$ cat src/ffsa_pkg.sv
// Shared widths, codes and types of the first-fit segment allocator.
package ffsa_pkg;

    localparam int ADDR_W     = 44;
    localparam int SIZE_W     = 17;
    localparam int STATUS_W   = 3;
    localparam int CFG_IDX_W  = 1;
    localparam int CFG_DATA_W = 44;

    localparam int MAX_SEGMENTS_DEF  = 16;
    localparam int HEAP_GRANULES_DEF = 65536;
    localparam int HEAP_LENGTH_RESET = 65536;

    localparam logic OP_ALLOC = 1'b0;
    localparam logic OP_FREE  = 1'b1;

    localparam logic [CFG_IDX_W-1:0] CFG_HEAP_BASE   = 1'b0;
    localparam logic [CFG_IDX_W-1:0] CFG_HEAP_LENGTH = 1'b1;

    localparam logic [STATUS_W-1:0] ST_OK    = 3'd0;
    localparam logic [STATUS_W-1:0] ST_NOFIT = 3'd1;
    localparam logic [STATUS_W-1:0] ST_RANGE = 3'd2;
    localparam logic [STATUS_W-1:0] ST_FULL  = 3'd3;
    localparam logic [STATUS_W-1:0] ST_ZERO  = 3'd4;

    typedef struct packed {
        logic              op;
        logic [SIZE_W-1:0] size_granules;
        logic [ADDR_W-1:0] block_address;
    } ffsa_in_t;

    typedef struct packed {
        logic [ADDR_W-1:0]   result_address;
        logic [STATUS_W-1:0] status;
    } ffsa_out_t;

    typedef enum logic [3:0] {
        S_IDLE,
        S_INIT,
        S_CHECK,
        S_RANGE,
        S_SCAN,
        S_DECIDE,
        S_MOVE,
        S_WRITE,
        S_DONE
    } ffsa_state_t;

    typedef struct packed {
        logic load;
        logic init_wr;
        logic calc_off;
        logic early_fin;
        logic scan_start;
        logic scan_step;
        logic decide;
        logic move_step;
        logic commit;
        logic out_load;
    } ffsa_cmd_t;

    typedef struct packed {
        logic init_pending;
        logic early_err;
        logic scan_fin;
        logic move_done;
        logic out_free;
    } ffsa_sts_t;

endpackage

$ cat src/ffsa_ctrl.sv
// Sequencer of the allocator: steps one request through check, scan, shift and write.
module ffsa_ctrl import ffsa_pkg::*; (
    input  logic      aclk,
    input  logic      aresetn,
    input  logic      s_valid,
    output logic      s_ready,
    input  ffsa_sts_t sts,
    output ffsa_cmd_t cmd
);

    ffsa_state_t state_reg;
    ffsa_state_t state_next;

    always_ff @(posedge aclk) begin
        if (!aresetn) begin
            state_reg <= S_IDLE;
        end else begin
            state_reg <= state_next;
        end
    end

    always_comb begin
        cmd        = '0;
        s_ready    = 1'b0;
        state_next = state_reg;
        case (state_reg)
            S_IDLE: begin
                if (sts.init_pending) begin
                    state_next = S_INIT;
                end else begin
                    s_ready = 1'b1;
                    if (s_valid) begin
                        cmd.load   = 1'b1;
                        state_next = S_CHECK;
                    end
                end
            end
            S_INIT: begin
                cmd.init_wr = 1'b1;
                state_next  = S_IDLE;
            end
            S_CHECK: begin
                cmd.calc_off = 1'b1;
                state_next   = S_RANGE;
            end
            S_RANGE: begin
                if (sts.early_err) begin
                    cmd.early_fin = 1'b1;
                    state_next    = S_DONE;
                end else begin
                    cmd.scan_start = 1'b1;
                    state_next     = S_SCAN;
                end
            end
            S_SCAN: begin
                cmd.scan_step = 1'b1;
                if (sts.scan_fin) begin
                    state_next = S_DECIDE;
                end
            end
            S_DECIDE: begin
                cmd.decide = 1'b1;
                state_next = S_MOVE;
            end
            S_MOVE: begin
                cmd.move_step = 1'b1;
                if (sts.move_done) begin
                    state_next = S_WRITE;
                end
            end
            S_WRITE: begin
                cmd.commit = 1'b1;
                state_next = S_DONE;
            end
            S_DONE: begin
                if (sts.out_free) begin
                    cmd.out_load = 1'b1;
                    state_next   = S_IDLE;
                end
            end
            default: begin
                state_next = S_IDLE;
            end
        endcase
    end

endmodule

$ cat src/ffsa_dp.sv
// Datapath of the allocator: config registers, segment table memory, scan, shift and result.
module ffsa_dp import ffsa_pkg::*; #(
    parameter int MAX_SEGMENTS  = MAX_SEGMENTS_DEF,
    parameter int HEAP_GRANULES = HEAP_GRANULES_DEF
) (
    input  logic                  aclk,
    input  logic                  aresetn,
    input  logic                  cfg_we,
    input  logic [CFG_IDX_W-1:0]  cfg_index,
    input  logic [CFG_DATA_W-1:0] cfg_wdata,
    input  ffsa_in_t              in_data,
    output logic                  m_valid,
    input  logic                  m_ready,
    output ffsa_out_t             m_data,
    input  ffsa_cmd_t             cmd,
    output ffsa_sts_t             sts
);

    localparam int OFF_W = $clog2(HEAP_GRANULES);
    localparam int LEN_W = $clog2(HEAP_GRANULES + 1);
    localparam int IDX_W = $clog2(MAX_SEGMENTS);
    localparam int CNT_W = $clog2(MAX_SEGMENTS + 1);
    localparam int HL_W  = (LEN_W < SIZE_W) ? LEN_W : SIZE_W;
    localparam int CMP_W = ((LEN_W > SIZE_W) ? LEN_W : SIZE_W) + 1;
    localparam int SUM_W = ADDR_W + 1;
    localparam int LEN_RST = (HEAP_GRANULES < HEAP_LENGTH_RESET) ?
                             HEAP_GRANULES : HEAP_LENGTH_RESET;

    // configuration
    logic [ADDR_W-1:0] heap_base_reg;
    logic [HL_W-1:0]   heap_len_reg;
    logic              init_pend_reg;
    logic [CNT_W-1:0]  count_reg;
    logic [SIZE_W-1:0] cfg_len_raw;
    logic [CMP_W-1:0]  cfg_len_clamp;

    // request
    logic              op_reg;
    logic [SIZE_W-1:0] size_reg;
    logic [ADDR_W-1:0] block_reg;
    logic [ADDR_W-1:0] offw_reg;
    logic              borrow_reg;
    logic [SUM_W-1:0]  diff_w;
    logic [SUM_W-1:0]  end_sum;
    logic              range_err;
    logic [OFF_W-1:0]  off;
    logic [LEN_W-1:0]  size_len;
    logic [LEN_W-1:0]  end_w;

    // segment table
    logic [OFF_W-1:0]  mem_start [MAX_SEGMENTS];
    logic [LEN_W-1:0]  mem_len   [MAX_SEGMENTS];
    logic [OFF_W-1:0]  rd_start_reg;
    logic [LEN_W-1:0]  rd_len_reg;
    logic [IDX_W-1:0]  rd_addr;
    logic              mem_we;
    logic [IDX_W-1:0]  mem_waddr;
    logic [OFF_W-1:0]  mem_wstart;
    logic [LEN_W-1:0]  mem_wlen;

    // scan
    logic [CNT_W-1:0]  scan_idx_reg;
    logic              pend_reg;
    logic              hit_reg;
    logic [CNT_W-1:0]  pos_reg;
    logic [OFF_W-1:0]  prev_start_reg;
    logic [LEN_W-1:0]  prev_len_reg;
    logic [OFF_W-1:0]  cur_start_reg;
    logic [LEN_W-1:0]  cur_len_reg;
    logic              scan_hit;

    // plan
    logic                pl_wr,     pl_wr_reg;
    logic [IDX_W-1:0]    pl_addr,   pl_addr_reg;
    logic [OFF_W-1:0]    pl_start,  pl_start_reg;
    logic [LEN_W-1:0]    pl_len,    pl_len_reg;
    logic                pl_inc,    pl_inc_reg;
    logic                pl_dec,    pl_dec_reg;
    logic [STATUS_W-1:0] pl_status, status_reg;
    logic [CNT_W-1:0]    pl_src;
    logic [CNT_W-1:0]    pl_left;
    logic                pl_up;
    logic [OFF_W-1:0]    res_off_reg;
    logic [LEN_W-1:0]    prev_end;
    logic                join_prev;
    logic                join_next;
    logic [IDX_W-1:0]    pos_idx;

    // shift
    logic [CNT_W-1:0]  mv_src_reg;
    logic [CNT_W-1:0]  mv_left_reg;
    logic              mv_up_reg;
    logic              mv_pend_reg;
    logic [IDX_W-1:0]  mv_wsrc_reg;

    // result
    logic [ADDR_W-1:0] res_addr_reg;
    logic              m_valid_reg;
    ffsa_out_t         m_data_reg;

    assign cfg_len_raw = cfg_wdata[SIZE_W-1:0];

    always_comb begin
        if (cfg_len_raw == '0) begin
            cfg_len_clamp = CMP_W'(1);
        end else if (CMP_W'(cfg_len_raw) > CMP_W'(HEAP_GRANULES)) begin
            cfg_len_clamp = CMP_W'(HEAP_GRANULES);
        end else begin
            cfg_len_clamp = CMP_W'(cfg_len_raw);
        end
    end

    // any register write restarts the table from a single full-heap segment
    always_ff @(posedge aclk) begin
        if (!aresetn) begin
            heap_base_reg <= '0;
            heap_len_reg  <= HL_W'(LEN_RST);
            init_pend_reg <= 1'b1;
            count_reg     <= CNT_W'(1);
        end else if (cfg_we) begin
            case (cfg_index)
                CFG_HEAP_BASE: begin
                    heap_base_reg <= cfg_wdata[ADDR_W-1:0];
                end
                CFG_HEAP_LENGTH: begin
                    heap_len_reg <= HL_W'(cfg_len_clamp);
                end
                default: begin
                end
            endcase
            init_pend_reg <= 1'b1;
            count_reg     <= CNT_W'(1);
        end else begin
            if (cmd.init_wr) begin
                init_pend_reg <= 1'b0;
            end
            if (cmd.commit) begin
                if (pl_inc_reg) begin
                    count_reg <= count_reg + CNT_W'(1);
                end else if (pl_dec_reg) begin
                    count_reg <= count_reg - CNT_W'(1);
                end
            end
        end
    end

    // request capture and range check
    assign diff_w    = {1'b0, block_reg} - {1'b0, heap_base_reg};
    assign end_sum   = {1'b0, offw_reg} + SUM_W'(size_reg);
    assign range_err = borrow_reg || (end_sum > SUM_W'(heap_len_reg));
    assign off       = offw_reg[OFF_W-1:0];
    assign size_len  = LEN_W'(size_reg);
    assign end_w     = LEN_W'(off) + size_len;

    always_ff @(posedge aclk) begin
        if (cmd.load) begin
            op_reg    <= in_data.op;
            size_reg  <= in_data.size_granules;
            block_reg <= in_data.block_address;
        end
        if (cmd.calc_off) begin
            offw_reg   <= diff_w[ADDR_W-1:0];
            borrow_reg <= diff_w[ADDR_W];
        end
    end

    // table memory: one write and one registered read per cycle
    assign rd_addr = cmd.move_step ? mv_src_reg[IDX_W-1:0] : scan_idx_reg[IDX_W-1:0];

    always_comb begin
        mem_we     = 1'b0;
        mem_waddr  = pl_addr_reg;
        mem_wstart = pl_start_reg;
        mem_wlen   = pl_len_reg;
        if (cmd.init_wr) begin
            mem_we     = 1'b1;
            mem_waddr  = '0;
            mem_wstart = '0;
            mem_wlen   = LEN_W'(heap_len_reg);
        end else if (cmd.move_step && mv_pend_reg) begin
            mem_we     = 1'b1;
            mem_waddr  = mv_up_reg ? mv_wsrc_reg + IDX_W'(1) : mv_wsrc_reg - IDX_W'(1);
            mem_wstart = rd_start_reg;
            mem_wlen   = rd_len_reg;
        end else if (cmd.commit && pl_wr_reg) begin
            mem_we = 1'b1;
        end
    end

    always_ff @(posedge aclk) begin
        if (mem_we) begin
            mem_start[mem_waddr] <= mem_wstart;
            mem_len[mem_waddr]   <= mem_wlen;
        end
        rd_start_reg <= mem_start[rd_addr];
        rd_len_reg   <= mem_len[rd_addr];
    end

    // scan: alloc stops at first segment long enough, free at first start above off
    always_comb begin
        if (op_reg == OP_ALLOC) begin
            scan_hit = pend_reg && (CMP_W'(rd_len_reg) >= CMP_W'(size_reg));
        end else begin
            scan_hit = pend_reg && (rd_start_reg > off);
        end
    end

    always_ff @(posedge aclk) begin
        if (cmd.scan_start) begin
            scan_idx_reg <= '0;
            pend_reg     <= 1'b0;
            hit_reg      <= 1'b0;
        end else if (cmd.scan_step) begin
            if (scan_hit) begin
                hit_reg       <= 1'b1;
                pos_reg       <= scan_idx_reg - CNT_W'(1);
                cur_start_reg <= rd_start_reg;
                cur_len_reg   <= rd_len_reg;
                pend_reg      <= 1'b0;
            end else begin
                if (pend_reg) begin
                    prev_start_reg <= rd_start_reg;
                    prev_len_reg   <= rd_len_reg;
                end
                if (scan_idx_reg == count_reg) begin
                    pos_reg  <= count_reg;
                    pend_reg <= 1'b0;
                end else begin
                    scan_idx_reg <= scan_idx_reg + CNT_W'(1);
                    pend_reg     <= 1'b1;
                end
            end
        end
    end

    // decide what the table update is
    assign pos_idx   = pos_reg[IDX_W-1:0];
    assign prev_end  = LEN_W'(prev_start_reg) + prev_len_reg;
    assign join_prev = (pos_reg != '0) && (prev_end == LEN_W'(off));
    assign join_next = hit_reg && (LEN_W'(cur_start_reg) == end_w);

    always_comb begin
        pl_wr     = 1'b0;
        pl_addr   = pos_idx;
        pl_start  = off;
        pl_len    = size_len;
        pl_inc    = 1'b0;
        pl_dec    = 1'b0;
        pl_status = ST_OK;
        pl_src    = pos_reg + CNT_W'(1);
        pl_left   = '0;
        pl_up     = 1'b0;
        if (op_reg == OP_ALLOC) begin
            if (!hit_reg) begin
                pl_status = ST_NOFIT;
            end else if (CMP_W'(cur_len_reg) == CMP_W'(size_reg)) begin
                // exact fit: close the gap
                pl_left = count_reg - pos_reg - CNT_W'(1);
                pl_dec  = 1'b1;
            end else begin
                pl_wr    = 1'b1;
                pl_start = OFF_W'(LEN_W'(cur_start_reg) + size_len);
                pl_len   = cur_len_reg - size_len;
            end
        end else begin
            if (join_prev && join_next) begin
                pl_wr    = 1'b1;
                pl_addr  = pos_idx - IDX_W'(1);
                pl_start = prev_start_reg;
                pl_len   = prev_len_reg + size_len + cur_len_reg;
                pl_left  = count_reg - pos_reg - CNT_W'(1);
                pl_dec   = 1'b1;
            end else if (join_prev) begin
                pl_wr    = 1'b1;
                pl_addr  = pos_idx - IDX_W'(1);
                pl_start = prev_start_reg;
                pl_len   = prev_len_reg + size_len;
            end else if (join_next) begin
                pl_wr  = 1'b1;
                pl_len = cur_len_reg + size_len;
            end else if (count_reg == CNT_W'(MAX_SEGMENTS)) begin
                pl_status = ST_FULL;
            end else begin
                // open a slot at pos, moving the tail up from the top
                pl_wr   = 1'b1;
                pl_src  = count_reg - CNT_W'(1);
                pl_left = count_reg - pos_reg;
                pl_up   = 1'b1;
                pl_inc  = 1'b1;
            end
        end
    end

    always_ff @(posedge aclk) begin
        if (cmd.decide) begin
            pl_wr_reg    <= pl_wr;
            pl_addr_reg  <= pl_addr;
            pl_start_reg <= pl_start;
            pl_len_reg   <= pl_len;
            pl_inc_reg   <= pl_inc;
            pl_dec_reg   <= pl_dec;
            res_off_reg  <= cur_start_reg;
            mv_src_reg   <= pl_src;
            mv_left_reg  <= pl_left;
            mv_up_reg    <= pl_up;
            mv_pend_reg  <= 1'b0;
        end else if (cmd.move_step) begin
            if (mv_left_reg != '0) begin
                mv_src_reg  <= mv_up_reg ? mv_src_reg - CNT_W'(1) : mv_src_reg + CNT_W'(1);
                mv_left_reg <= mv_left_reg - CNT_W'(1);
                mv_wsrc_reg <= mv_src_reg[IDX_W-1:0];
                mv_pend_reg <= 1'b1;
            end else begin
                mv_pend_reg <= 1'b0;
            end
        end
    end

    // status and result address
    always_ff @(posedge aclk) begin
        if (cmd.early_fin) begin
            status_reg   <= (size_reg == '0) ? ST_ZERO : ST_RANGE;
            res_addr_reg <= '0;
        end else if (cmd.decide) begin
            status_reg <= pl_status;
        end else if (cmd.commit) begin
            if (status_reg == ST_OK && op_reg == OP_ALLOC) begin
                res_addr_reg <= heap_base_reg + ADDR_W'(res_off_reg);
            end else begin
                res_addr_reg <= '0;
            end
        end
    end

    always_ff @(posedge aclk) begin
        if (!aresetn) begin
            m_valid_reg <= 1'b0;
        end else if (cmd.out_load) begin
            m_valid_reg <= 1'b1;
        end else if (m_ready) begin
            m_valid_reg <= 1'b0;
        end
    end

    always_ff @(posedge aclk) begin
        if (cmd.out_load) begin
            m_data_reg.result_address <= res_addr_reg;
            m_data_reg.status         <= status_reg;
        end
    end

    assign m_valid = m_valid_reg;
    assign m_data  = m_data_reg;

    assign sts.init_pending = init_pend_reg;
    assign sts.early_err    = (size_reg == '0) || (op_reg == OP_FREE && range_err);
    assign sts.scan_fin     = scan_hit || (scan_idx_reg == count_reg);
    assign sts.move_done    = (mv_left_reg == '0) && !mv_pend_reg;
    assign sts.out_free     = !m_valid_reg || m_ready;

endmodule

$ cat src/first_fit_segment_allocator_unit.sv
// First-fit free-segment allocator with coalescing, granule addressed. Free space is a
// table of up to MAX_SEGMENTS segments sorted by start, held in a single-port-write,
// registered-read memory. A request reads the table entries in order, up to and
// including the first fit or the first entry past the insertion point (at most the
// segment count), then shifts the entries behind that point one by one through the
// one table port when a segment is removed or inserted; a zero-size request or an
// out-of-range free skips the scan. After reset and after every register write the
// block writes the initial full-heap segment before taking a request. One request
// is in work at a time; a new request is taken while the previous result beat still
// waits on the output register.
module first_fit_segment_allocator_unit import ffsa_pkg::*; #(
    parameter int MAX_SEGMENTS  = MAX_SEGMENTS_DEF,
    parameter int HEAP_GRANULES = HEAP_GRANULES_DEF
) (
    input  logic                  aclk,
    input  logic                  aresetn,
    input  logic                  cfg_we,
    input  logic [CFG_IDX_W-1:0]  cfg_index,
    input  logic [CFG_DATA_W-1:0] cfg_wdata,
    input  logic                  s_valid,
    output logic                  s_ready,
    input  ffsa_in_t              s_data,
    output logic                  m_valid,
    input  logic                  m_ready,
    output ffsa_out_t             m_data
);

    ffsa_cmd_t cmd;
    ffsa_sts_t sts;

    ffsa_ctrl u_ctrl (
        .aclk    (aclk),
        .aresetn (aresetn),
        .s_valid (s_valid),
        .s_ready (s_ready),
        .sts     (sts),
        .cmd     (cmd)
    );

    ffsa_dp #(
        .MAX_SEGMENTS  (MAX_SEGMENTS),
        .HEAP_GRANULES (HEAP_GRANULES)
    ) u_dp (
        .aclk      (aclk),
        .aresetn   (aresetn),
        .cfg_we    (cfg_we),
        .cfg_index (cfg_index),
        .cfg_wdata (cfg_wdata),
        .in_data   (s_data),
        .m_valid   (m_valid),
        .m_ready   (m_ready),
        .m_data    (m_data),
        .cmd       (cmd),
        .sts       (sts)
    );

    // at most one datapath command per cycle
    a_cmd_onehot: assert property (@(posedge aclk) disable iff (!aresetn)
        $onehot0(cmd))
        else $error("more than one datapath command active");

    // one request at a time
    a_one_in_flight: assert property (@(posedge aclk) disable iff (!aresetn)
        (s_valid && s_ready) |=> !s_ready)
        else $error("request taken while another is in work");

    // no request before the table holds its initial segment
    a_no_accept_in_init: assert property (@(posedge aclk) disable iff (!aresetn)
        s_ready |-> !sts.init_pending)
        else $error("request taken with table init pending");

    // a result beat only appears from a finished request
    a_result_source: assert property (@(posedge aclk) disable iff (!aresetn)
        $rose(m_valid) |-> $past(cmd.out_load))
        else $error("result beat without a finished request");

endmodule
$ cat config.mk
export PLATFORM = sky130hd
export DESIGN_NAME = first_fit_segment_allocator_unit
export DESIGN_NICKNAME = d
export VERILOG_FILES = /design/src/ffsa_pkg.sv /design/src/ffsa_ctrl.sv /design/src/ffsa_dp.sv /design/src/first_fit_segment_allocator_unit.sv
export SDC_FILE = /design/constraint.sdc
export NUM_CORES = 2
export LEC_CHECK = 0
export ABC_AREA = 1
export BUFFER_PORTS_ARGS = -buffer_cell sky130_fd_sc_hd__buf_2
export CORE_UTILIZATION = 30
export DETAILED_ROUTE_END_ITERATION = 8
export GPL_TIMING_DRIVEN = 0
export PLACE_DENSITY_LB_ADDON = 0.3
export SKIP_CTS_REPAIR_TIMING = 1
export SYNTH_ARGS = -nofsm -noshare
export SYNTH_HDL_FRONTEND = slang
export SYNTH_HIERARCHICAL = 1
export SYNTH_SLANG_ARGS = --single-unit
$ cat constraint.sdc
create_clock -name aclk -period 7.3 [get_ports aclk]
set_input_delay 1.46 -clock aclk [delete_from_list [all_inputs] [get_ports aclk]]
set_output_delay 1.46 -clock aclk [all_outputs]
set_load 0.02 [all_outputs]
==> flow_summary.ini <==
[floorplan]
start_util = 0.303
core_area_um2 = 170000
die_w_um = 416
dieArea_um2 = 173000
die_h_um = 416
ioPinCount = 161
num_rows = 151

[worst_hold_path]
whs_endpoint = u_dp/m_data[18]
hp-class = reg2reg
holdPathStages = 0
min_from = u_dp/res_addr_reg[15]

[synthesis]
yosysUniqueCellTypes = 61
syn_nets = 5920
synth-edff-count = 825
yosysWarnings = 6
avgSynthCellArea_um2 = 9.27
ys_seq_area_frac = 0.542
async_flop_share = 0
synthCells = 5555
synth_area_um2 = 51500
synth-seq-cells = 982
ys.flop_type = edfxtp_1

[sta]
slew_violations = 0
max_freq_mhz = 148
finalSetupViolCount = 0
hold_viol = 0
skew_ns = 0.0769
tightest_slew_ns = 1.42
grt_setup_unrepaired = no
fin_tns_setup_ns = 0
min_period_ns = 6.77
period_share = 0.927
relSlewSlack = 0.0468

[critical_path]
slowest_delay_ns = 0.81
end_kind = register
reg2reg_depth = 34
critical_path.startpoint_type = register
critPathArrivalTime_ns = 7.24
r2r-start = u_dp/size_len[1]
cp_data_required_time_ns = 7.77
r2r-end = u_dp/prev_len_reg[3]
worst-path-max-fanout = 11
critical_path_class = reg2reg
r2r_setup_slack_ns = 0.53
crit_path_frequent_cell = nand2_1
critical-path-slowest-cell = edfxtp_1

[route]
vias_per_cell = 5.04
drc_errors = 0
drt-total-wl_mm = 180
post_drt_wl_per_cell_um = 22.0
detail-route-antenna-nets = 0
vias = 41200
firstDrtPassIters = 6
drtIter0Drc = 3543

[pwr]
power.static_leakage_nw = 23.6
p_per_area_nw_per_um2 = 289
ir_drop_uv = 252

[place]
io_buffers = 160
globalplace.congestion = 0.977
hpwl_mm = 137
dpl.cell_count = 7966

[global_routing]
grt_pass1_wl_mm = 260
grt_antenna_before_repair = 0
grt_pass1_vias = 39600
grt.overflow.total = 0
track_usage = 0.203
grt_max_degree = 45

[finish]
fin_cells = 8172
seq_area_um2 = 27900
nFillCells = 17100
multi_input_area_um2 = 20200
syn_to_final_growth_pct = 15.8
final_cell_mix = nand2_1, edfxtp_1, inv_1, a21oi_1
final_nets = 6223
mostFrequentLayoutCell = nand2_1
layout-drive-gt1-share = 0.0783
largest_reg_flops = 272

[clocking]
clk_pin_slew_ns = 0.06
root_buffer = clkbuf_16
clock_sinks = 982
cts_tree = done
clk_latency_ns = 0.78
htreeDepth = 3
clock_path_buffers = 3
numCtsBuffers = 107

[run_status]
status = complete, no violations

[flow_run]
maxCapViolCount = 0
per-layer routing:
metal | GRT usage | vias up | routed length (µm)
met5 | 0 | - | 0
met4 | 0.0866 | 0 | 7840
met3 | 0.0301 | 330 | 12500
met2 | 0.333 | 1576 | 82800
met1 | 0.266 | 19600 | 77000
li1 | - | 19700 | -
power breakdown:
group | total (mW) | internal [mW] | switching [mW] | leakage [nW]
clock | 5.55 | 3.20 | 2.35 | 1.74
combinational | 4.77 | 1.21 | 3.56 | 13.1
sequential | 6.91 | 6.65 | 0.264 | 8.69
cell usage after synthesis, drive strengths merged, types with 8 or more instances:
cell    number  area [µm²]
nand3b      12        90.1
a31oi       36         225
a21o        12        90.1
fa          12         240
xor2        96         841
xnor2       66         578
a21boi       8        60.1
a21oi      572        2890
nand2     1066        4040
or2         15        93.8
o21a         9        67.6
dfxtp      157        3140
nand3      399        2020
nand4       70         453
o211ai     102         771
o221ai      30         263
nor3        55         308
buf         28         140
ha         241        3020
o31ai        8        60.1
o21ai      399        2010
edfxtp     825       24800
nor2       343        1350
nor4        18         113
o21bai      15         113
clkbuf     159         597
inv        766        2880
cells by family (layout without fill, tap and decap cells):
group,count (synthesis),count (layout),synth area share
AND/OR/NAND/NOR,1985,1985,0.165
AO/OA/AOI/OAI,1214,1214,0.131
flip-flops,982,982,0.542
buffers and inverters,958,1355,0.0705
adder cells (fa/ha/maj),253,253,0.0633
XOR/XNOR,162,162,0.0276
multiplexers,1,1,0.000219
other,0,2,0
metrics by stage:
step | setup WS (ns) | total power, mW | hold slack (ns) | utilization | cell area (µm²)
floorplan | 0.982 | 9.57 | 0.409 | - | 51500
global route | 0.0764 | 17.9 | 0.393 | 0.351 | 59600
finish | 0.531 | 17.2 | 0.375 | 0.351 | 59600
detailed placement | 0.486 | 11.7 | 0.416 | 0.329 | 55900
global placement | -2.91 | 11.6 | 0.416 | 0.324 | 55000
CTS | 0.523 | 17.3 | 0.371 | 0.351 | 59600
critical path, delay by kind of cell, from the launching register on:
family	cells	cell delay [ns]
buffers and inverters	9	1.78
adders and majority gates	2	0.84
AOI/OAI and AO/OA	1	0.11
and+or+nand+nor	22	2.94
DFF	1	0.81
worst max-delay path by stage:
stage                          start              endpoint  slack [ns]
finish              u_dp/size_len[1]  u_dp/prev_len_reg[3]        0.53
global route        u_dp/size_len[1]  u_dp/prev_len_reg[2]        0.08
CTS                 u_dp/size_len[1]  u_dp/prev_len_reg[2]        0.52
detailed placement  u_dp/size_len[1]  u_dp/prev_len_reg[0]        0.49
global placement    u_dp/size_len[1]  u_dp/prev_len_reg[0]       -2.91
floorplan           u_dp/size_len[1]  u_dp/prev_len_reg[0]        0.98
cell type report:
type | instances | share of cell area
tap | 2218 | 0.0466
clock buffer | 147 | 0.0494
sequential | 982 | 0.469
clock inverter | 56 | 0.0113
inverter | 771 | 0.0486
timing repair buffer | 194 | 0.0244
multi-input combinational | 3615 | 0.339
buffer | 187 | 0.0124
antenna | 2 | 0.0000840
Power figures use the tool's default switching activity.
